$ cat src/rtl/enigma_pkg.sv
// Shared types, constants and wiring tables of the three-rotor rotor cipher.
// Holds the rotor and reflector permutations with their inverses and mod-26 helpers.
// Depends on nothing; used by three_rotor_enigma_cipher.
`default_nettype none

package enigma_pkg;

   localparam int NUM_LETTERS     = 26;
   localparam int LETTER_WIDTH    = 5;
   localparam int CHAR_WIDTH      = 8;
   localparam int NUM_ROTORS      = 3;
   localparam int CSR_INDEX_WIDTH = 2;
   localparam int CSR_DATA_WIDTH  = 5;

   typedef logic [LETTER_WIDTH-1:0]    letter_type;
   typedef logic [CHAR_WIDTH-1:0]      char_type;
   typedef logic [CSR_INDEX_WIDTH-1:0] csr_index_type;

   // Register indexes of the configuration port.
   localparam csr_index_type CSR_START_FAST   = 2'd0;
   localparam csr_index_type CSR_START_MIDDLE = 2'd1;
   localparam csr_index_type CSR_START_SLOW   = 2'd2;
   localparam csr_index_type CSR_DECRYPT_MODE = 2'd3;

   // Rotor numbering within the position array.
   localparam int ROTOR_FAST   = 0;
   localparam int ROTOR_MIDDLE = 1;
   localparam int ROTOR_SLOW   = 2;

   localparam char_type ASCII_SPACE   = 8'h20;
   localparam char_type ASCII_UPPER_A = 8'h41;
   localparam char_type ASCII_UPPER_Z = 8'h5A;
   localparam char_type ASCII_LOWER_A = 8'h61;
   localparam char_type ASCII_LOWER_Z = 8'h7A;

   localparam letter_type LAST_LETTER = letter_type'(NUM_LETTERS - 1);

   // Wiring MVCBXLPQAFUKJZDHRTEYINGSWO and its inverse.
   localparam letter_type FAST_FWD [NUM_LETTERS] = '{
      5'd12, 5'd21, 5'd2,  5'd1,  5'd23, 5'd11, 5'd15, 5'd16, 5'd0,  5'd5,
      5'd20, 5'd10, 5'd9,  5'd25, 5'd3,  5'd7,  5'd17, 5'd19, 5'd4,  5'd24,
      5'd8,  5'd13, 5'd6,  5'd18, 5'd22, 5'd14};
   localparam letter_type FAST_INV [NUM_LETTERS] = '{
      5'd8,  5'd3,  5'd2,  5'd14, 5'd18, 5'd9,  5'd22, 5'd15, 5'd20, 5'd12,
      5'd11, 5'd5,  5'd0,  5'd21, 5'd25, 5'd6,  5'd7,  5'd16, 5'd23, 5'd17,
      5'd10, 5'd1,  5'd24, 5'd4,  5'd19, 5'd13};

   // Wiring TNLOCKMZEPGWBIVXSDJQFRAUHY and its inverse.
   localparam letter_type MIDDLE_FWD [NUM_LETTERS] = '{
      5'd19, 5'd13, 5'd11, 5'd14, 5'd2,  5'd10, 5'd12, 5'd25, 5'd4,  5'd15,
      5'd6,  5'd22, 5'd1,  5'd8,  5'd21, 5'd23, 5'd18, 5'd3,  5'd9,  5'd16,
      5'd5,  5'd17, 5'd0,  5'd20, 5'd7,  5'd24};
   localparam letter_type MIDDLE_INV [NUM_LETTERS] = '{
      5'd22, 5'd12, 5'd4,  5'd17, 5'd8,  5'd20, 5'd10, 5'd24, 5'd13, 5'd18,
      5'd5,  5'd2,  5'd6,  5'd1,  5'd3,  5'd9,  5'd19, 5'd21, 5'd16, 5'd0,
      5'd23, 5'd14, 5'd11, 5'd15, 5'd25, 5'd7};

   // Wiring BDFHJLCPRTXVNZYEIWGAKMUSQO and its inverse.
   localparam letter_type SLOW_FWD [NUM_LETTERS] = '{
      5'd1,  5'd3,  5'd5,  5'd7,  5'd9,  5'd11, 5'd2,  5'd15, 5'd17, 5'd19,
      5'd23, 5'd21, 5'd13, 5'd25, 5'd24, 5'd4,  5'd8,  5'd22, 5'd6,  5'd0,
      5'd10, 5'd12, 5'd20, 5'd18, 5'd16, 5'd14};
   localparam letter_type SLOW_INV [NUM_LETTERS] = '{
      5'd19, 5'd0,  5'd6,  5'd1,  5'd15, 5'd2,  5'd18, 5'd3,  5'd16, 5'd4,
      5'd20, 5'd5,  5'd21, 5'd12, 5'd25, 5'd7,  5'd24, 5'd8,  5'd23, 5'd9,
      5'd22, 5'd11, 5'd17, 5'd10, 5'd14, 5'd13};

   // Reflector WJDZUIKHYRMQPSALOXFCNTBVEG and its inverse.
   localparam letter_type REFL_FWD [NUM_LETTERS] = '{
      5'd22, 5'd9,  5'd3,  5'd25, 5'd20, 5'd8,  5'd10, 5'd7,  5'd24, 5'd17,
      5'd12, 5'd16, 5'd15, 5'd18, 5'd0,  5'd11, 5'd14, 5'd23, 5'd5,  5'd2,
      5'd13, 5'd19, 5'd1,  5'd21, 5'd4,  5'd6};
   localparam letter_type REFL_INV [NUM_LETTERS] = '{
      5'd14, 5'd22, 5'd19, 5'd2,  5'd24, 5'd18, 5'd25, 5'd7,  5'd5,  5'd1,
      5'd6,  5'd15, 5'd10, 5'd20, 5'd16, 5'd12, 5'd11, 5'd9,  5'd13, 5'd21,
      5'd4,  5'd23, 5'd0,  5'd17, 5'd8,  5'd3};

   // Sum of two letters, both below 26, folded back into 0..25.
   function automatic letter_type add_mod(input letter_type a, input letter_type b);
      logic [LETTER_WIDTH:0] sum;
      sum = {1'b0, a} + {1'b0, b};
      if (sum >= (LETTER_WIDTH+1)'(NUM_LETTERS)) begin
         sum = sum - (LETTER_WIDTH+1)'(NUM_LETTERS);
      end
      return sum[LETTER_WIDTH-1:0];
   endfunction

   // Difference of two letters, both below 26, folded back into 0..25.
   function automatic letter_type sub_mod(input letter_type a, input letter_type b);
      logic [LETTER_WIDTH:0] diff;
      if (a >= b) begin
         diff = {1'b0, a} - {1'b0, b};
      end else begin
         diff = {1'b0, a} + (LETTER_WIDTH+1)'(NUM_LETTERS) - {1'b0, b};
      end
      return diff[LETTER_WIDTH-1:0];
   endfunction

   // Start value of 0..31 reduced to a rotor position.
   function automatic letter_type fold_start(input letter_type v);
      letter_type r;
      r = v;
      if (v >= letter_type'(NUM_LETTERS)) begin
         r = v - letter_type'(NUM_LETTERS);
      end
      return r;
   endfunction

endpackage

`default_nettype wire

$ cat src/rtl/three_rotor_enigma_cipher.sv
// Top level of the three-rotor rotor cipher: input stage, rotor odometer,
// cipher datapath and output register. Depends on enigma_pkg.
`default_nettype none

// Three-rotor rotor cipher, one ASCII byte per transaction. The block accepts
// one transaction every clock cycle while the result side does not stall; each
// byte is registered in the input stage and its result in the output register. The
// rate is set by the rotor odometer: positions are stepped at the moment a letter is
// accepted, so each letter carries its own rotor positions down the pipe and the
// next letter sees the stepped rotors in the very next cycle. Letters of either
// case come out as upper-case cipher letters; any other byte passes through
// unchanged and does not step the rotors. In encrypt mode a space is consumed and
// produces no result. Writing a start register loads the matching running
// rotor position (values 26..31 wrap by 26); configuration must be written
// only while no transaction is in flight.
module three_rotor_enigma_cipher (
   input  wire                                 clock,
   input  wire                                 reset,
   // Input channel.
   input  wire                                 req_valid,
   output logic                                req_stall,
   input  wire  [enigma_pkg::CHAR_WIDTH-1:0]   req_char_in,
   // Result channel.
   output logic                                rsp_valid,
   input  wire                                 rsp_stall,
   output logic [enigma_pkg::CHAR_WIDTH-1:0]   rsp_char_out,
   // Configuration write port.
   input  wire                                 csr_write_en,
   input  wire  [enigma_pkg::CSR_INDEX_WIDTH-1:0] csr_index,
   input  wire  [enigma_pkg::CSR_DATA_WIDTH-1:0]  csr_wdata
);

   // Running rotor positions and the mode bit.
   enigma_pkg::letter_type pos_ff [enigma_pkg::NUM_ROTORS];
   enigma_pkg::letter_type pos_in [enigma_pkg::NUM_ROTORS];
   logic                   decrypt_mode_ff;
   logic                   decrypt_mode_in;

   // Input stage: the accepted byte, its letter index and the rotor
   // positions it is to be enciphered with.
   logic                   s1_valid_ff, s1_valid_in;
   logic                   s1_letter_ff, s1_letter_in;
   enigma_pkg::letter_type s1_index_ff, s1_index_in;
   enigma_pkg::char_type   s1_char_ff, s1_char_in;
   enigma_pkg::letter_type s1_pos_ff [enigma_pkg::NUM_ROTORS];
   enigma_pkg::letter_type s1_pos_in [enigma_pkg::NUM_ROTORS];

   // Output register.
   logic                   rsp_valid_ff, rsp_valid_in;
   enigma_pkg::char_type   rsp_char_ff, rsp_char_in;

   logic req_fire;
   logic s2_load;
   logic s1_advance;
   logic is_upper;
   logic is_lower;
   logic keep_item;
   enigma_pkg::char_type letter_offset;

   enigma_pkg::letter_type fwd_fast, fwd_middle, fwd_slow, reflected;
   enigma_pkg::letter_type back_slow, back_middle, back_fast;

   // The output register loads whenever it is empty or being drained, and the
   // input stage moves forward into it at the same time.
   assign s2_load    = !rsp_valid_ff || !rsp_stall;
   assign s1_advance = s1_valid_ff && s2_load;
   assign req_stall  = s1_valid_ff && !s2_load;
   assign req_fire   = req_valid && !req_stall;

   // Character classification of the incoming byte.
   assign is_upper = req_char_in inside {[enigma_pkg::ASCII_UPPER_A:enigma_pkg::ASCII_UPPER_Z]};
   assign is_lower = req_char_in inside {[enigma_pkg::ASCII_LOWER_A:enigma_pkg::ASCII_LOWER_Z]};
   // A space in encrypt mode is swallowed without a result.
   assign keep_item = !((req_char_in == enigma_pkg::ASCII_SPACE) && !decrypt_mode_ff);
   assign letter_offset = is_lower ? (req_char_in - enigma_pkg::ASCII_LOWER_A)
                                   : (req_char_in - enigma_pkg::ASCII_UPPER_A);

   // Rotor odometer and configuration writes. The user must keep a configuration
   // write from coinciding with traffic; the block does not enforce it, and a write takes priority.
   always_comb begin
      pos_in          = pos_ff;
      decrypt_mode_in = decrypt_mode_ff;
      if (csr_write_en) begin
         case (csr_index)
            enigma_pkg::CSR_START_FAST: begin
               pos_in[enigma_pkg::ROTOR_FAST] = enigma_pkg::fold_start(csr_wdata);
            end
            enigma_pkg::CSR_START_MIDDLE: begin
               pos_in[enigma_pkg::ROTOR_MIDDLE] = enigma_pkg::fold_start(csr_wdata);
            end
            enigma_pkg::CSR_START_SLOW: begin
               pos_in[enigma_pkg::ROTOR_SLOW] = enigma_pkg::fold_start(csr_wdata);
            end
            enigma_pkg::CSR_DECRYPT_MODE: begin
               decrypt_mode_in = csr_wdata[0];
            end
            default: begin
            end
         endcase
      end else if (req_fire && (is_upper || is_lower)) begin
         // The fast rotor steps on every letter; the middle one steps when
         // the fast one wraps, and the slow one only when the middle wraps.
         pos_in[enigma_pkg::ROTOR_FAST] =
            enigma_pkg::add_mod(pos_ff[enigma_pkg::ROTOR_FAST], 5'd1);
         if (pos_ff[enigma_pkg::ROTOR_FAST] == enigma_pkg::LAST_LETTER) begin
            pos_in[enigma_pkg::ROTOR_MIDDLE] =
               enigma_pkg::add_mod(pos_ff[enigma_pkg::ROTOR_MIDDLE], 5'd1);
            if (pos_ff[enigma_pkg::ROTOR_MIDDLE] == enigma_pkg::LAST_LETTER) begin
               pos_in[enigma_pkg::ROTOR_SLOW] =
                  enigma_pkg::add_mod(pos_ff[enigma_pkg::ROTOR_SLOW], 5'd1);
            end
         end
      end
   end

   // Input stage next values.
   always_comb begin
      s1_valid_in  = s1_valid_ff;
      s1_letter_in = s1_letter_ff;
      s1_index_in  = s1_index_ff;
      s1_char_in   = s1_char_ff;
      s1_pos_in    = s1_pos_ff;
      if (req_fire) begin
         s1_valid_in  = keep_item;
         s1_letter_in = is_upper || is_lower;
         s1_index_in  = letter_offset[enigma_pkg::LETTER_WIDTH-1:0];
         s1_char_in   = req_char_in;
         s1_pos_in    = pos_ff;
      end else if (s1_advance) begin
         s1_valid_in = 1'b0;
      end
   end

   // Cipher datapath: three forward rotor passes (mod-26 add, then table lookup),
   // the reflector lookup, and three inverse passes (lookup, then mod-26 subtract).
   always_comb begin
      fwd_fast   = enigma_pkg::FAST_FWD[enigma_pkg::add_mod(s1_index_ff,
                                        s1_pos_ff[enigma_pkg::ROTOR_FAST])];
      fwd_middle = enigma_pkg::MIDDLE_FWD[enigma_pkg::add_mod(fwd_fast,
                                          s1_pos_ff[enigma_pkg::ROTOR_MIDDLE])];
      fwd_slow   = enigma_pkg::SLOW_FWD[enigma_pkg::add_mod(fwd_middle,
                                        s1_pos_ff[enigma_pkg::ROTOR_SLOW])];
      // The reflector is not its own inverse, so decryption uses the inverse map.
      reflected  = decrypt_mode_ff ? enigma_pkg::REFL_INV[fwd_slow]
                                   : enigma_pkg::REFL_FWD[fwd_slow];
      back_slow   = enigma_pkg::sub_mod(enigma_pkg::SLOW_INV[reflected],
                                        s1_pos_ff[enigma_pkg::ROTOR_SLOW]);
      back_middle = enigma_pkg::sub_mod(enigma_pkg::MIDDLE_INV[back_slow],
                                        s1_pos_ff[enigma_pkg::ROTOR_MIDDLE]);
      back_fast   = enigma_pkg::sub_mod(enigma_pkg::FAST_INV[back_middle],
                                        s1_pos_ff[enigma_pkg::ROTOR_FAST]);
   end

   // Output register next values.
   always_comb begin
      rsp_valid_in = rsp_valid_ff;
      rsp_char_in  = rsp_char_ff;
      if (s2_load) begin
         rsp_valid_in = s1_valid_ff;
      end
      if (s1_advance) begin
         rsp_char_in = s1_letter_ff
                       ? (enigma_pkg::ASCII_UPPER_A + {3'b000, back_fast})
                       : s1_char_ff;
      end
   end

   always_ff @(posedge clock) begin
      if (reset) begin
         pos_ff          <= '{default: '0};
         decrypt_mode_ff <= 1'b0;
         s1_valid_ff     <= 1'b0;
         rsp_valid_ff    <= 1'b0;
      end else begin
         pos_ff          <= pos_in;
         decrypt_mode_ff <= decrypt_mode_in;
         s1_valid_ff     <= s1_valid_in;
         rsp_valid_ff    <= rsp_valid_in;
      end
   end

   // Payload registers carry no reset.
   always_ff @(posedge clock) begin
      s1_letter_ff <= s1_letter_in;
      s1_index_ff  <= s1_index_in;
      s1_char_ff   <= s1_char_in;
      s1_pos_ff    <= s1_pos_in;
      rsp_char_ff  <= rsp_char_in;
   end

   assign rsp_valid    = rsp_valid_ff;
   assign rsp_char_out = rsp_char_ff;

endmodule

`default_nettype wire
$ cat config.mk
export PLATFORM = sky130hd
export DESIGN_NAME = three_rotor_enigma_cipher
export DESIGN_NICKNAME = d
export VERILOG_FILES = /design/src/rtl/enigma_pkg.sv /design/src/rtl/three_rotor_enigma_cipher.sv
export SDC_FILE = /design/constraint.sdc
export NUM_CORES = 1
export LEC_CHECK = 0
export BUFFER_PORTS_ARGS = -buffer_cell sky130_fd_sc_hd__buf_2
export CAP_MARGIN = 20
export CORE_MARGIN = 5
export CORE_UTILIZATION = 24
export CTS_CLUSTER_SIZE = 20
export DETAILED_ROUTE_END_ITERATION = 7
export PLACE_DENSITY = 0.44
export SYNTH_ARGS = -nofsm -noshare
export SYNTH_HDL_FRONTEND = slang
export SYNTH_SLANG_ARGS = --single-unit
$ cat constraint.sdc
create_clock -name clock -period 45.9 [get_ports clock]
set_input_delay 6.885 -clock clock [delete_from_list [all_inputs] [get_ports clock]]
set_output_delay 6.885 -clock clock [all_outputs]
set_load 0.03 [all_outputs]
After elaboration in Yosys (flattened, before gate mapping)
Memories as Yosys holds them, arrays and structs flattened.
Index checks and enable logic that the tools add are counted.
- bits of input ports: 20
- output and inout bits: 10
- bits in read-only memories: 1280
- memories kept: 8
- register bits: 55
- word-level logic and storage cells: 145
- reduce and logical (&&, ||, !) cells: 24
- bitwise logic cells: 7
- order comparisons: 21
- add/sub/neg operators: 25
- mux-type cells: 38
- equality and inequality tests: 9
- memory list (name ; depth ; bits a word ; read ports ; clocked after Yosys merged registers in ; wr ports ; RTL line ; source):
    (no name shown) ; 32 ; 5 ; 1 ; 0 ; 0 ; three_rotor_enigma_cipher.sv:150 ; back_fast = enigma_pkg::sub_mod(enigma_pkg::FAST_INV[back_middle],
    (no name shown) ; 32 ; 5 ; 1 ; 0 ; 0 ; three_rotor_enigma_cipher.sv:148 ; back_middle = enigma_pkg::sub_mod(enigma_pkg::MIDDLE_INV[back_slow],
    (no name shown) ; 32 ; 5 ; 1 ; 0 ; 0 ; three_rotor_enigma_cipher.sv:146 ; back_slow = enigma_pkg::sub_mod(enigma_pkg::SLOW_INV[reflected],
    (no name shown) ; 32 ; 5 ; 1 ; 0 ; 0 ; three_rotor_enigma_cipher.sv:145 ; : enigma_pkg::REFL_FWD[fwd_slow];
    (no name shown) ; 32 ; 5 ; 1 ; 0 ; 0 ; three_rotor_enigma_cipher.sv:144 ; reflected = decrypt_mode_ff ? enigma_pkg::REFL_INV[fwd_slow]
    (no name shown) ; 32 ; 5 ; 1 ; 0 ; 0 ; three_rotor_enigma_cipher.sv:141 ; fwd_slow = enigma_pkg::SLOW_FWD[enigma_pkg::add_mod(fwd_middle,
    2 more memories ; n/a ; n/a ; n/a ; n/a ; n/a ; n/a ;
- operators with widths (operator ; number):
    5-bit two-way mux ; 32
    6-bit greater-or-equal comparator, second input constant ; 7
    5-bit inverter with 6-bit output ; 7
    6-bit by 5-bit greater-or-equal comparator with 1-bit output, second input constant ; 6
    5-bit subtractor, second input constant ; 7
    15-bit two-way mux ; 2
    5-bit subtractor ; 6
    5-bit by 1-bit adder with 6-bit output, second input constant ; 3
    5-bit by 5-bit adder with 6-bit output ; 3
    8-bit by 7-bit greater-or-equal comparator with 1-bit output, second input constant ; 2
    8-bit by 7-bit <= comparator with 1-bit output, second input constant ; 2
    5-bit adder, second input constant ; 3
    5-bit greater-or-equal comparator ; 3
    5-bit == test, second input constant ; 2
    10-bit two-way mux ; 1
    5-bit by 1-bit subtractor with 5-bit output, second input constant ; 2
    7-bit by 5-bit adder with 8-bit output, first input constant ; 1
    8-bit by 6-bit == test with 1-bit output, second input constant ; 1
    8-bit two-way mux ; 1
    2-bit nonzero test ; 4
    1-bit logical AND ; 7
    1-bit zero test ; 6
    2-bit by 1-bit != test with 1-bit output, second input constant ; 3
    5-bit greater-or-equal comparator, second input constant ; 1
    other kinds (8) ; 12

Longest topological paths before layout
- depth in word-level cells: 49
- depth in mapped cells: 96
- depth with buffers taken out: 96

Worst setup path after synthesis
No wires, ideal clock.
- path kind: flip-flop to flip-flop
- from: register s1_pos_ff[11] (netlist name)
- to: register rsp_char_ff[4], in the netlist rsp_char_out[4] (data pin)
- cell stages (with the launch flop): 87
- arrival: 16.818 ns
- path buffers: 2
- library setup time: 0.260 ns
- clock period less this slack: 17.078 ns
- data required time: 45.640 ns
- path slack: 28.822 ns
- cell sequence: edfxtp_1 -> ha_1 -> a21o_1 -> a21oi_1 -> o21bai_1 -> a21oi_1 -> o21ai_0 -> o21ai_0 -> inv_1 -> ha_1 -> nand3_1 -> o21ai_0 -> a211oi_1 -> ha_1 -> inv_1 -> fa_1 -> inv_1 -> a21o_1 -> (+51 left out) -> inv_1 -> nor2_1 -> nor2_1 -> a21oi_1 -> mux2i_1 -> ha_1 -> a21o_1 -> a21o_1 -> a31oi_1 -> nor2_1 -> o21ai_0 -> nand2b_1 -> xor2_1 -> ha_1 -> nand2_1 -> nor2_1 -> xor2_1 -> mux2_2
- word-level cells in the longest chain between the ends: 49
- elaborated cells between the ends (all ways): 61
- those cells by class: add/sub: 16; order compare: 6; mux: 24; bitwise: 7; memory: 8
- RTL lines (element ; RTL line ; source):
    start: declaration ; three_rotor_enigma_cipher.sv:45 ; enigma_pkg::letter_type s1_pos_ff [enigma_pkg::NUM_ROTORS];
    start signal: assignment ; three_rotor_enigma_cipher.sv:187 ; s1_pos_ff <= s1_pos_in;
    5-bit by 5-bit adder with 6-bit output ; enigma_pkg.sv:81 ; sum = {1'b0, a} + {1'b0, b};
    5-bit subtractor / 6-bit by 5-bit greater-or-equal comparator with 1-bit output (equally long branches) ; enigma_pkg.sv:83, enigma_pkg.sv:82 ;
    5-bit two-way mux ; enigma_pkg.sv:82 ; if (sum >= (LETTER_WIDTH+1)'(NUM_LETTERS)) begin
    5-bit inverter with 6-bit output (not written as such) ; three_rotor_enigma_cipher.sv:137 ; fwd_fast = enigma_pkg::FAST_FWD[enigma_pkg::add_mod(s1_index_ff,
    memory read 32 x 5 bit ; n/a ;
    5-bit two-way mux (not written as such) (2 in series) ; three_rotor_enigma_cipher.sv:137 ;
    5-bit by 5-bit adder with 6-bit output ; enigma_pkg.sv:81 ;
    5-bit subtractor / 6-bit by 5-bit greater-or-equal comparator with 1-bit output (equally long branches) ; enigma_pkg.sv:83, enigma_pkg.sv:82 ;
    (+31 left out) ; n/a ;
    5-bit inverter with 6-bit output (not written as such) ; three_rotor_enigma_cipher.sv:150 ;
    memory read 32 x 5 bit ; n/a ;
    5-bit two-way mux (not written as such) (2 in series) ; three_rotor_enigma_cipher.sv:150 ;
    5-bit adder ; enigma_pkg.sv:94 ; diff = {1'b0, a} + (LETTER_WIDTH+1)'(NUM_LETTERS) - {1'b0, b};
    5-bit subtractor ; enigma_pkg.sv:94 ;
    5-bit two-way mux * ; enigma_pkg.sv:91 ; if (a >= b) begin
    7-bit by 5-bit adder with 8-bit output * ; three_rotor_enigma_cipher.sv:163 ; ? (enigma_pkg::ASCII_UPPER_A + {3'b000, back_fast})
    8-bit two-way mux * ; three_rotor_enigma_cipher.sv:163 ;
    end signal: assignment ; three_rotor_enigma_cipher.sv:188 ; rsp_char_ff <= rsp_char_in;
    end: declaration ; three_rotor_enigma_cipher.sv:50 ; enigma_pkg::char_type rsp_char_ff, rsp_char_in;
Mark *: on every way between the ends. The rest lies on a longest branch, timed or not. The select of a mux whose other input is x is not followed.
A chain may end at the register's enable or synchronous reset.

Worst setup path after layout
- from: register s1_pos_ff[11] (netlist name)
- to: register rsp_char_ff[3], in the netlist rsp_char_out[3] (data pin)
The elaborated chain is that of the path after synthesis.

==> reports/qor.txt <==
Seq/Total Area, Yosys -> 19.4%
Worst Tran Pin Value -> 1.19 ns
Hold Fails Final Rpt -> 0
Die Ht -> 188 µm
CTS Buffer Depth -> 2
Post-Synth Adder-Cell Area -> 20.3%
Max-slew headroom -> 20.5%
Critical-path top delay cell -> mux2i_1
TritonCTS clock tree -> yes
Hold_buf cts -> 0
Vias/cell -> 4.82
Starting Density -> 24.2%
Worst Path Max Fanout -> 15
Peak per-stage delay on the critical path -> 0.93 ns
Largest family of logic cells by synthesized area -> compound AO/OA/AOI/OAI gates
Clk sinks -> 55
RSZ-0062 raised after global routing -> no
Clock Pin Slew Worst Setup and Hold Paths -> 0.08 ns
Hpwl dp -> 13900 µm
Share of layout cells above drive strength 1 -> 9.70%
FMAX -> 0.0494 GHz
Finish-stage setup viols -> 0
GR Overflow Total -> 0
Yosys top cell by area -> ha_1
WL/cell -> 13.5 µm
Post-synth ARST share -> 0%
Syn Nets -> 1035
Fin. max-slew vios -> 0
Crit path time final -> 20.23 ns
Synth Area in Compound Gates -> 27.3%
Total Wirelength -> 17700 µm
Via count -> 6304
Post-synth EDFFs -> 37
Worst endpoint data arrival time -> 20.28 ns
Req. time, crit path -> 45.95 ns
First-pass GRT wire length -> 30200 µm
Clock latency on the worst-skew pair -> 0.30 ns
Top cell type's share of synthesized area -> 17.1%
Simple-Gate Fraction of Synth Area -> 14.0%
DR iter-0 viols -> 334
Final ANT Viol Nets -> 0
CP Launch Type -> flop
Yosys warning count -> 0
Post-CTS setup buffers -> 0
Largest net degree at the start of global routing -> 25
Mapped Area -> 0.00759 mm²
Finished Layout Cells -> 1309
Avg Inst Size Synth -> 8.44 µm²
Area contributors post-synth -> ha_1, edfxtp_1, dfxtp_1, o21ai_0, inv_1
Top post-synthesis cells by count -> ha_1, inv_1, nand2_1, nor2_1, o21ai_0
Max-cap violations -> 0
Synth cell types -> 95
I/O Buffers -> 29
Fillers -> 3412
Vias in the first global route -> 6004
Multi-input gate area -> 0.00563 mm²
Main synth FF type -> edfxtp_1
Core footprint -> 0.0314 mm²
Tot GR Track Use -> 9.78%
Syn-to-layout area delta -> 9.20%
Dpl cells -> 1301
Synth Register Bits -> 55
Row cnt -> 65
Clock skew -> 0.00734 ns
Top-count cell post-synth -> ha_1
Endpoint class of the critical path -> flop
Seq. cell area -> 0.00147 mm²
Die footprint -> 0.0353 mm²
Antenna violations before repair -> 0
Synth Area in XOR/XNOR -> 7.02%
Status -> complete, no violations
CTS resizes -> 0
Crit Path Category -> flop to flop
Diode count -> 0
Die width -> 188 µm
Global placement routability congestion -> 0.775
# IOs -> 30
Nets -> 1042
Post-synthesis mux area share -> 5.59%
Total CTS buffers -> 5
H-tree Lvls -> 2
Final TNS setup -> 0 ns
Final Cycle Share -> 44.1%
Utilization after layout -> 26.4%
Worst hold path type -> flop to flop
DRC -> 0
Clock root buffer -> clkbuf_16
DRT Pass-1 Iters -> 5
Mapped Cells -> 899
==> final timing paths <==
kind | slack [ns] | from | cells past startpoint | to
hold reg to reg | 0.49 | s1_valid_ff$_SDFFE_PP0P_ | 2 | rsp_valid$_SDFFE_PP0P_
setup / recovery | 25.67 | s1_pos_ff[11]$_DFFE_PP_ | 82 | rsp_char_out[3]$_DFFE_PP_
hold / removal | 0.49 | s1_valid_ff$_SDFFE_PP0P_ | 2 | rsp_valid$_SDFFE_PP0P_
setup reg to reg | 25.67 | s1_pos_ff[11]$_DFFE_PP_ | 82 | rsp_char_out[3]$_DFFE_PP_
==> cell usage in the layout, fill, tap and decap left out, drive strengths merged, types with 8 or more instances in the layout <==
cell type	count
ha	104
inv	86
o21ai	70
nor2	68
nand2	67
a21oi	56
edfxtp	37
xor2	33
buf	33
mux2i	27
nand3	25
xnor2	24
a21o	20
o211ai	20
dfxtp	18
nand2b	16
mux2	13
fa	12
nor3	11
nor2b	11
a31oi	11
a311oi	10
a211oi	9
a211o	8
==> metal layers <==
metal  global-route usage (%)  routed length (µm)  up-vias
met1                     14.3                9110     2948
li1                         -                   -     3281
met5                        0                   0        -
met4                     1.27                  90        0
met3                    0.465                 269        7
met2                     16.4                8200       68
==> per-stage QoR <==
stage	hold slack (ns)	setup WS (ns)	cell area, µm²
4_1_cts	0.499	25.70	8290
3_3_place_gp	0.481	25.87	8090
3_5_place_dp	0.482	25.75	8120
2_1_floorplan	0.406	28.82	7590
6_report	0.495	25.67	8290
5_1_grt	0.521	23.65	8290
==> critical path, delay by kind of cell (launching register included) <==
family / cells / cell delay, ns
AND/OR/NAND/NOR: 15 / 2.46
XOR/XNOR: 6 / 2.07
AO/OA/AOI/OAI: 36 / 8.06
multiplexers: 6 / 2.62
adder cells (fa/ha/maj): 11 / 3.39
flip-flops: 1 / 0.50
buffers and inverters: 8 / 0.90
==> sequential cells by signal (all words and copies together) (netlist names) <==
signal           flops
s1_index_ff          5
s1_letter_ff         1
decrypt_mode_ff      1
s1_char_ff           8
s1_valid_ff          1
s1_pos_ff           15
rsp_valid            1
rsp_char_out         8
pos_ff              15
==> layout make-up <==
class | count | area share [%]
timing repair buffer | 33 | 2.36
tap | 402 | 6.07
inverter | 85 | 3.85
multi-input combinational | 726 | 67.9
clock buffer | 5 | 1.51
clock inverter | 3 | 0.574
sequential | 55 | 17.8
==> cells by family (layout without fill, tap and decap cells) <==
group	after synthesis	in the layout
multiplexers	40	40
flip-flops	55	55
adder cells (fa/ha/maj)	116	116
XOR/XNOR	57	57
AND/OR/NAND/NOR	227	227
AO/OA/AOI/OAI	286	286
buffers and inverters	118	126
Power is left out: the tool's default activity adds up to more than one toggle a clock period on the data nets, which glitch-free logic cannot reach.
